### src/rtl/rfs_pkg.sv
// Shared types, constants and pattern lookup for the substring remover.
// No dependencies; used by rfs_cfg and remove_first_substring.
package rfs_pkg;

  localparam int NUM_PAT_REGS = 6;
  localparam int PAT_CAP      = 48;
  localparam int CFG_DW       = 64;
  localparam int CFG_AW       = 6;
  localparam int LEN_W        = 6;

  // Register indexes (byte address = 8 * index)
  localparam logic [2:0] REG_PAT0 = 3'd0;
  localparam logic [2:0] REG_LEN  = 3'd6;

  typedef logic [NUM_PAT_REGS-1:0][CFG_DW-1:0] pat_arr_t;

  typedef struct packed {
    pat_arr_t         pat;
    logic [LEN_W-1:0] len;
  } cfg_t;

  // Pick pattern character k: register k/8, byte k%8
  function automatic logic [7:0] pat_char(pat_arr_t p, logic [LEN_W-1:0] k);
    logic [7:0] c;
    c = '0;
    case (k[5:3])
      3'd0:    c = p[0][k[2:0]*8 +: 8];
      3'd1:    c = p[1][k[2:0]*8 +: 8];
      3'd2:    c = p[2][k[2:0]*8 +: 8];
      3'd3:    c = p[3][k[2:0]*8 +: 8];
      3'd4:    c = p[4][k[2:0]*8 +: 8];
      3'd5:    c = p[5][k[2:0]*8 +: 8];
      default: c = '0;
    endcase
    return c;
  endfunction

endpackage

### src/rtl/remove_first_substring.sv
// Top level of the first-occurrence substring remover.
// Depends on rfs_pkg and rfs_cfg.
//
// Bytes of a string enter one per transfer with in_last on the final byte;
// the same string leaves with the leftmost occurrence of the configured
// pattern cut out. The most recent (length-1) bytes wait in a circular
// window memory. Work on one byte is done by a small sequencer driving a
// single byte comparator and the window memory's one read port, so the
// block takes one byte at a time: it stores or passes the byte, compares
// pattern characters against the window when it is full, shifts the
// window on a mismatch, and pops bytes out of the window when the length
// shrinks or the string ends; output stalls can hold any of these steps.
// Results
// pass through a one-entry hold stage so the final one of a string can be
// flagged with out_last; a string that yields no character gives one result
// with out_valid low. No clearing pass after reset is needed.
module remove_first_substring #(
  parameter int MAX_PATTERN = 48
) (
  input  logic                         clk,
  input  logic                         rst_n,
  // input channel
  input  logic                         in_valid,
  output logic                         in_ready,
  input  logic [7:0]                   in_byte,
  input  logic                         in_last,
  // result channel
  output logic                         out_rvalid,
  input  logic                         out_ready,
  output logic [7:0]                   out_byte,
  output logic                         out_valid,
  output logic                         out_last,
  // configuration port
  input  logic                         cfg_psel,
  input  logic                         cfg_penable,
  input  logic                         cfg_pwrite,
  input  logic [rfs_pkg::CFG_AW-1:0]   cfg_paddr,
  input  logic [rfs_pkg::CFG_DW-1:0]   cfg_pwdata,
  output logic [rfs_pkg::CFG_DW-1:0]   cfg_prdata,
  output logic                         cfg_pready
);
  import rfs_pkg::*;

  localparam int AW  = (MAX_PATTERN > 1) ? $clog2(MAX_PATTERN) : 1;
  localparam int CAP = (MAX_PATTERN < PAT_CAP) ? MAX_PATTERN : PAT_CAP;
  localparam int LW  = $clog2(CAP + 1);
  localparam int CW  = (AW + 2 > 7) ? AW + 2 : 7;

  typedef enum logic [3:0] {
    S_IDLE, S_DRAIN, S_POP, S_MAIN, S_CMP, S_CMPB, S_FAIL, S_PUSH, S_TAIL, S_FIN
  } state_t;

  cfg_t cfg;

  rfs_cfg u_cfg (
    .clk     (clk),
    .rst_n   (rst_n),
    .psel    (cfg_psel),
    .penable (cfg_penable),
    .pwrite  (cfg_pwrite),
    .paddr   (cfg_paddr),
    .pwdata  (cfg_pwdata),
    .prdata  (cfg_prdata),
    .pready  (cfg_pready),
    .cfg     (cfg)
  );

  // Window memory
  logic [7:0]    win_mem [MAX_PATTERN];
  logic [7:0]    rd_data_r;
  logic [AW-1:0] rd_addr, wr_addr;
  logic [AW-1:0] rd_off;
  logic          wr_en;

  // Sequencer state
  state_t        state_r, state_nxt, ret_r, ret_nxt;
  logic [AW-1:0] head_r, head_nxt;
  logic [AW-1:0] fill_r, fill_nxt;
  logic [AW-1:0] idx_r, idx_nxt;
  logic          removed_r, removed_nxt;
  logic [7:0]    b_r, b_nxt;
  logic          last_r, last_nxt;
  logic [LW-1:0] len_r, len_nxt;
  logic          pend_vld_r, pend_vld_nxt;
  logic [7:0]    pend_byte_r, pend_byte_nxt;
  logic          ovld_r, ovld_nxt;
  logic [7:0]    obyte_r, obyte_nxt;
  logic          ovalid_r, ovalid_nxt;
  logic          olast_r, olast_nxt;

  logic          bypass, can_load, prod_req, prod_ok;
  logic [7:0]    prod_byte;
  logic [LW-1:0] len_m1, target;

  // Circular index add, both operands below MAX_PATTERN
  function automatic logic [AW-1:0] wrap(logic [AW-1:0] a, logic [AW-1:0] b);
    logic [AW:0] s;
    s = (AW+1)'(a) + (AW+1)'(b);
    if (s >= (AW+1)'(MAX_PATTERN)) begin
      s = s - (AW+1)'(MAX_PATTERN);
    end
    return s[AW-1:0];
  endfunction

  assign bypass   = (len_r == '0) || removed_r;
  assign len_m1   = len_r - LW'(1);
  assign target   = bypass ? '0 : len_m1;
  assign can_load = !ovld_r || out_ready;
  assign prod_ok  = !pend_vld_r || can_load;
  assign rd_addr  = wrap(head_r, rd_off);
  assign wr_addr  = wrap(head_r, fill_r);
  assign in_ready = (state_r == S_IDLE);

  // Next-state logic of the sequencer
  always_comb begin
    state_nxt     = state_r;
    ret_nxt       = ret_r;
    head_nxt      = head_r;
    fill_nxt      = fill_r;
    idx_nxt       = idx_r;
    removed_nxt   = removed_r;
    b_nxt         = b_r;
    last_nxt      = last_r;
    len_nxt       = len_r;
    pend_vld_nxt  = pend_vld_r;
    pend_byte_nxt = pend_byte_r;
    ovld_nxt      = ovld_r;
    obyte_nxt     = obyte_r;
    ovalid_nxt    = ovalid_r;
    olast_nxt     = olast_r;
    prod_req      = 1'b0;
    prod_byte     = b_r;
    wr_en         = 1'b0;
    rd_off        = '0;

    // Retire the output register on a transfer
    if (ovld_r && out_ready) begin
      ovld_nxt = 1'b0;
    end

    case (state_r)
      S_IDLE: begin
        if (in_valid) begin
          b_nxt    = in_byte;
          last_nxt = in_last;
          if (CW'(cfg.len) > CW'(CAP)) begin
            len_nxt = LW'(CAP);
          end else begin
            len_nxt = LW'(cfg.len);
          end
          state_nxt = S_DRAIN;
        end
      end
      // Shrink the window to what the current length allows
      S_DRAIN: begin
        if (CW'(fill_r) > CW'(target)) begin
          state_nxt = S_POP;
          ret_nxt   = S_DRAIN;
        end else begin
          state_nxt = S_MAIN;
        end
      end
      // Emit the oldest window byte
      S_POP: begin
        prod_req  = 1'b1;
        prod_byte = rd_data_r;
        if (prod_ok) begin
          head_nxt  = wrap(head_r, AW'(1));
          fill_nxt  = fill_r - AW'(1);
          state_nxt = ret_r;
        end
      end
      S_MAIN: begin
        if (bypass) begin
          prod_req = 1'b1;
          if (prod_ok) begin
            state_nxt = S_TAIL;
          end
        end else if (CW'(fill_r) == CW'(len_m1)) begin
          idx_nxt = '0;
          if (fill_r == '0) begin
            state_nxt = S_CMPB;
          end else begin
            state_nxt = S_CMP;
          end
        end else begin
          wr_en     = 1'b1;
          fill_nxt  = fill_r + AW'(1);
          state_nxt = S_TAIL;
        end
      end
      // Compare one window byte per cycle against the pattern
      S_CMP: begin
        if (rd_data_r != pat_char(cfg.pat, LEN_W'(idx_r))) begin
          state_nxt = S_FAIL;
        end else if (CW'(idx_r) + CW'(2) < CW'(len_r)) begin
          rd_off  = idx_r + AW'(1);
          idx_nxt = idx_r + AW'(1);
        end else begin
          state_nxt = S_CMPB;
        end
      end
      // Compare the arriving byte with the final pattern character
      S_CMPB: begin
        if (b_r == pat_char(cfg.pat, LEN_W'(len_m1))) begin
          fill_nxt    = '0;
          removed_nxt = 1'b1;
          state_nxt   = S_TAIL;
        end else begin
          state_nxt = S_FAIL;
        end
      end
      S_FAIL: begin
        if (fill_r != '0) begin
          state_nxt = S_POP;
          ret_nxt   = S_PUSH;
        end else begin
          prod_req = 1'b1;
          if (prod_ok) begin
            state_nxt = S_TAIL;
          end
        end
      end
      S_PUSH: begin
        wr_en     = 1'b1;
        fill_nxt  = fill_r + AW'(1);
        state_nxt = S_TAIL;
      end
      // Flush the window at end of string
      S_TAIL: begin
        if (last_r && fill_r != '0) begin
          state_nxt = S_POP;
          ret_nxt   = S_TAIL;
        end else begin
          state_nxt = S_FIN;
        end
      end
      // Release the held result, or the empty end marker
      S_FIN: begin
        if (pend_vld_r || last_r) begin
          if (can_load) begin
            ovld_nxt     = 1'b1;
            obyte_nxt    = pend_vld_r ? pend_byte_r : 8'd0;
            ovalid_nxt   = pend_vld_r;
            olast_nxt    = last_r;
            pend_vld_nxt = 1'b0;
            state_nxt    = S_IDLE;
          end
        end else begin
          state_nxt = S_IDLE;
        end
        if (last_r) begin
          fill_nxt    = '0;
          removed_nxt = 1'b0;
        end
      end
      default: state_nxt = S_IDLE;
    endcase

    // Hold the newest result; push the previous one to the output register
    if (prod_req && prod_ok) begin
      if (pend_vld_r) begin
        ovld_nxt   = 1'b1;
        obyte_nxt  = pend_byte_r;
        ovalid_nxt = 1'b1;
        olast_nxt  = 1'b0;
      end
      pend_vld_nxt  = 1'b1;
      pend_byte_nxt = prod_byte;
    end
  end

  // State and registered outputs
  always_ff @(posedge clk) begin
    if (!rst_n) begin
      state_r    <= S_IDLE;
      ret_r      <= S_IDLE;
      head_r     <= '0;
      fill_r     <= '0;
      removed_r  <= 1'b0;
      pend_vld_r <= 1'b0;
      ovld_r     <= 1'b0;
    end else begin
      state_r    <= state_nxt;
      ret_r      <= ret_nxt;
      head_r     <= head_nxt;
      fill_r     <= fill_nxt;
      removed_r  <= removed_nxt;
      pend_vld_r <= pend_vld_nxt;
      ovld_r     <= ovld_nxt;
    end
    idx_r       <= idx_nxt;
    b_r         <= b_nxt;
    last_r      <= last_nxt;
    len_r       <= len_nxt;
    pend_byte_r <= pend_byte_nxt;
    obyte_r     <= obyte_nxt;
    ovalid_r    <= ovalid_nxt;
    olast_r     <= olast_nxt;
  end

  // Window memory: one write port, one registered read port
  always_ff @(posedge clk) begin
    if (wr_en) begin
      win_mem[wr_addr] <= b_r;
    end
    rd_data_r <= win_mem[rd_addr];
  end

  assign out_rvalid = ovld_r;
  assign out_byte   = obyte_r;
  assign out_valid  = ovalid_r;
  assign out_last   = olast_r;

endmodule

### src/rtl/rfs_cfg.sv
// APB-style register file holding the pattern bytes and pattern length.
// Depends on rfs_pkg.
module rfs_cfg (
  input  logic                         clk,
  input  logic                         rst_n,
  input  logic                         psel,
  input  logic                         penable,
  input  logic                         pwrite,
  input  logic [rfs_pkg::CFG_AW-1:0]   paddr,
  input  logic [rfs_pkg::CFG_DW-1:0]   pwdata,
  output logic [rfs_pkg::CFG_DW-1:0]   prdata,
  output logic                         pready,
  output rfs_pkg::cfg_t                cfg
);
  import rfs_pkg::*;

  pat_arr_t         pat_r;
  logic [LEN_W-1:0] len_r;
  logic [2:0]       idx;
  logic             wr_en;

  assign idx    = paddr[5:3];
  assign wr_en  = psel & penable & pwrite;
  assign pready = 1'b1;

  // Capture register writes on the access phase
  always_ff @(posedge clk) begin
    if (!rst_n) begin
      pat_r <= '0;
      len_r <= '0;
    end else if (wr_en) begin
      if (idx < 3'(NUM_PAT_REGS)) begin
        pat_r[idx] <= pwdata;
      end else if (idx == REG_LEN) begin
        len_r <= pwdata[LEN_W-1:0];
      end
    end
  end

  // Read back the addressed register
  always_comb begin
    prdata = '0;
    case (idx)
      REG_LEN: prdata = CFG_DW'(len_r);
      default: begin
        if (idx < 3'(NUM_PAT_REGS)) begin
          prdata = pat_r[idx];
        end
      end
    endcase
  end

  assign cfg.pat = pat_r;
  assign cfg.len = len_r;

endmodule

### config.mk
export PLATFORM = sky130hd
export DESIGN_NAME = remove_first_substring
export DESIGN_NICKNAME = d
export VERILOG_FILES = /design/src/rtl/rfs_pkg.sv /design/src/rtl/remove_first_substring.sv /design/src/rtl/rfs_cfg.sv
export SDC_FILE = /design/constraint.sdc
export NUM_CORES = 2
export LEC_CHECK = 0
export BUFFER_PORTS_ARGS = -buffer_cell sky130_fd_sc_hd__buf_4
export CAP_MARGIN = 30
export CORE_MARGIN = 3
export CORE_UTILIZATION = 35
export DETAILED_ROUTE_END_ITERATION = 10
export SYNTH_ARGS = -nofsm -noshare
export SYNTH_HDL_FRONTEND = slang
export SYNTH_SLANG_ARGS = --single-unit
### constraint.sdc
create_clock -name clk -period 6.32 [get_ports clk]
set_clock_uncertainty 0.1 [all_clocks]
set_input_delay 0.948 -clock clk [delete_from_list [all_inputs] [get_ports clk]]
set_output_delay 0.948 -clock clk [all_outputs]
set_load 0.02 [all_outputs]
==> results.json <==
{
  "fillers": 11300,
  "syn_inst": 4306,
  "synth_fa_ha_area_frac": 0.0122,
  "grt_use_met1": 0.350,
  "use_met3": 0.0711,
  "yosys_warnings": 0,
  "cp_slowest_cell": "or4_4",
  "cp_top_family": "simple AND/OR/NAND/NOR gates",
  "syn_nets": 4431,
  "max_cap_viol_count": 0,
  "min_period_ns": 6.21,
  "synth_flop_cell": "dfxtp_1",
  "yosysMostFrequentCell": "nand2_1",
  "start_util": 0.353,
  "dieArea_um2": 124000,
  "place_inst": 5932,
  "muxShareOfSynthArea": 0.0868,
  "p_switching_mw": 3.88,
  "io_buffers": 158,
  "power_frac_seq": 0.449,
  "clkSinkCount": 843,
  "slew_viol_final": 0,
  "routed_wl_mm": 171,
  "die_height_um": 352,
  "grt_max_degree": 158,
  "vias": 37600,
  "grt_usage": 0.268,
  "hold_slack_ns": 0.330,
  "yosysUniqueCellTypes": 94,
  "cp.arrival_ns": 6.66,
  "crit_path_frequent_cell": "buf_4",
  "max_freq_ghz": 0.161,
  "io_pins": 163,
  "setup-tns-final_ns": 0,
  "slew_headroom": 0.251,
  "critical_path_buf_inv_count": 6,
  "outcome": "completed",
  "switching_share": 0.289,
  "slowest_delay_ns": 0.52,
  "layout.cells.non_filler": 6122,
  "area_growth_pct": 17.6,
  "pwr_density_cell_nw_per_um2": 273,
  "vdd_ir_drop_max_mv": 0.261,
  "drt_iter0_markers": 5392,
  "wl_per_cell_um": 28.0,
  "fin_area_um2": 49200,
  "synth-seq-area-share": 0.502,
  "yosys.area_share.simple": 0.144,
  "crit_path_end_kind": "flop",
  "drc": 0,
  "synth_top_cells_by_count": "nand2_1, a21oi_1, dfxtp_1",
  "clk_pin_slew_ns": 0.06,
  "layout.nets": 4566,
  "cts_buffer_depth": 3,
  "p_int_mw": 9.55,
  "worstHoldPathType": "in2reg",
  "holdBufCountCts": 0,
  "place_area_um2": 45800,
  "root_buffer": "clkbuf_16",
  "cts.htree.levels": 3,
  "clk_latency_ns": 0.70,
  "first_global_vias": 35100,
  "p_clk_frac": 0.395,
  "rows": 126,
  "antenna_found_initial": 16,
  "die_w_um": 352,
  "synth-seq-cells": 843,
  "cp.required_ns": 6.78,
  "ys_async_sr_fraction": 0,
  "leakage_nw": 16.1,
  "core_area_um2": 118000,
  "drt_pass1_iterations": 10,
  "synth_compound_area_frac": 0.206,
  "synth_top_family_by_area": "compound AO/OA/AOI/OAI gates",
  "cts_tree": "done",
  "synth.top_cell.area_share": 0.296,
  "met2_usage": 0.412,
  "drive_gt1_frac": 0.172,
  "synthesis.area_um2": 41800,
  "cts-buffers-inserted": 88,
  "worstPathMaxFanout": 8,
  "setup_violations": 0,
  "synth_area_leader_cell": "edfxtp_1",
  "synth_xor_area_frac": 0.00900,
  "ant_nets": 0,
  "hold_violations": 0,
  "dpl.hpwl_mm": 113,
  "finalCritPeriodShare": 0.982,
  "avgSynthCellArea_um2": 9.72,
  "grt_pass1_wl_mm": 246,
  "critical_path_class": "reg2reg",
  "avgViaCountPerCell": 6.14,
  "worst_pin_slew_ns": 1.12,
  "busiest_layer": "met2",
  "synth_edf_count": 413,
  "synthTopCellsByArea": "edfxtp_1, dfxtp_1, nand2_1, mux4_2, a21oi_1",
  "start_kind": "flop",
  "p_comb_frac": 0.156,
  "grt_overflow": 0,
  "place_congestion": 1.01,
  "rsz0062_at_grt": "yes"
}
-- worst paths after layout --
check / from / endpoint / slack (ns) / depth (start not counted)
setup / recovery: idx_r[3] / rd_data_r[4] / 0.11 / 29
hold reg to reg: pend_byte_r[1] / out_byte[1] / 0.36 / 1
setup reg to reg: idx_r[3] / rd_data_r[4] / 0.11 / 29
hold / removal: in_byte[3] / b_r[3] / 0.33 / 1
-- per-stage QoR --
stage	setup slack, ns	power [mW]	util
finish	0.113	13.4	0.416
global route	-0.0562	13.8	0.415
CTS	0.00211	13.4	0.412
detailed placement	-0.139	8.16	0.387
global placement	-0.142	8.13	0.386
floorplan	0.0213	7.24	-
-- routing by layer --
| metal | wire [µm] | vias to the layer above | part of all wire |
|---|---|---|---|
| met5 | 112 | - | 0.00065 |
| met4 | 9990 | 16 | 0.058 |
| met3 | 19200 | 612 | 0.11 |
| met2 | 75900 | 2407 | 0.44 |
| met1 | 66200 | 18300 | 0.39 |
| li1 | - | 16300 | - |
-- timing repair --
action,4_1_cts,5_1_grt
pin swaps,2,11
endpoints found under the setup margin,8,8
buffers inserted,2,11
gates resized for setup,8,57
gates cloned,1,3
-- placed cells by master, fill, tap and decap left out, types with 19 or more instances in the layout --
| cell type | Yosys | layout |
|---|---|---|
| o21ai_0 | 134 | 126 |
| inv_1 | 59 | 57 |
| nor2_1 | 194 | 191 |
| a31oi_1 | 27 | 26 |
| a21oi_1 | 513 | 507 |
| edfxtp_1 | 413 | 413 |
| mux2_2 | 22 | 22 |
| dfxtp_1 | 430 | 430 |
| a22oi_1 | 235 | 235 |
| a211oi_1 | 37 | 37 |
| and3_1 | 33 | 28 |
| mux4_2 | 124 | 124 |
| o22ai_1 | 103 | 102 |
| and2_1 | 29 | 24 |
| mux2i_1 | 59 | 56 |
| o22a_1 | 20 | 19 |
| nand2_1 | 915 | 906 |
| nor3_1 | 29 | 26 |
| ha_1 | 36 | 34 |
| o21a_1 | 22 | 22 |
| buf_4 | 2 | 353 |
| clkbuf_1 | 274 | 21 |
| nor2b_1 | 28 | 25 |
| o221ai_1 | 62 | 61 |
| xnor2_1 | 30 | 26 |
| nand2b_1 | 31 | 28 |
| buf_12 | 0 | 27 |
| clkbuf_16 | 0 | 93 |
| nand3_1 | 96 | 96 |
-- registers in the layout, indices dropped and copies added (netlist names), 3 cells and up --
name / cells
b_r: 8
out_byte: 8
fill_r: 6
ret_r: 3
u_cfg.cfg: 384
len_r: 6
state_r: 4
win_mem: 384
u_cfg.len_r: 6
pend_byte_r: 8
head_r: 6
idx_r: 6
rd_data_r: 8
-- final cells by class --
cell class | instances | area (µm²) | share of cell area
Timing Repair Buffer | 398 | 3490 | 0.0709
Inverter | 63 | 254 | 0.00516
Tap cell | 1600 | 2000 | 0.0407
Clock inverter | 45 | 493 | 0.0100
Clock buffer | 117 | 2410 | 0.0491
Antenna cell | 9 | 22.5 | 0.000458
Multi-Input combinational cell | 3047 | 19500 | 0.397
Sequential cell | 843 | 21000 | 0.427
-- cells by family (layout without fill, tap and decap cells) --
family,count (synthesis),count (layout)
AO/OA/AOI/OAI,1341,1341
XOR/XNOR,43,43
adder cells (fa/ha/maj),39,39
buffers and inverters,416,623
flip-flops,843,843
multiplexers,205,205
other,1,10
AND/OR/NAND/NOR,1418,1418
-- power groups by stage --
stage	clock network (mW)	registers (mW)	logic (mW)
2_1_floorplan	0	6.11	1.13
3_3_place_gp	0	6.14	1.99
3_5_place_dp	0	6.14	2.02
4_1_cts	5.36	6.02	2.02
5_1_grt	5.58	6.04	2.18
6_report	5.31	6.03	2.09
No activity file was read; power rests on OpenSTA's default activity.
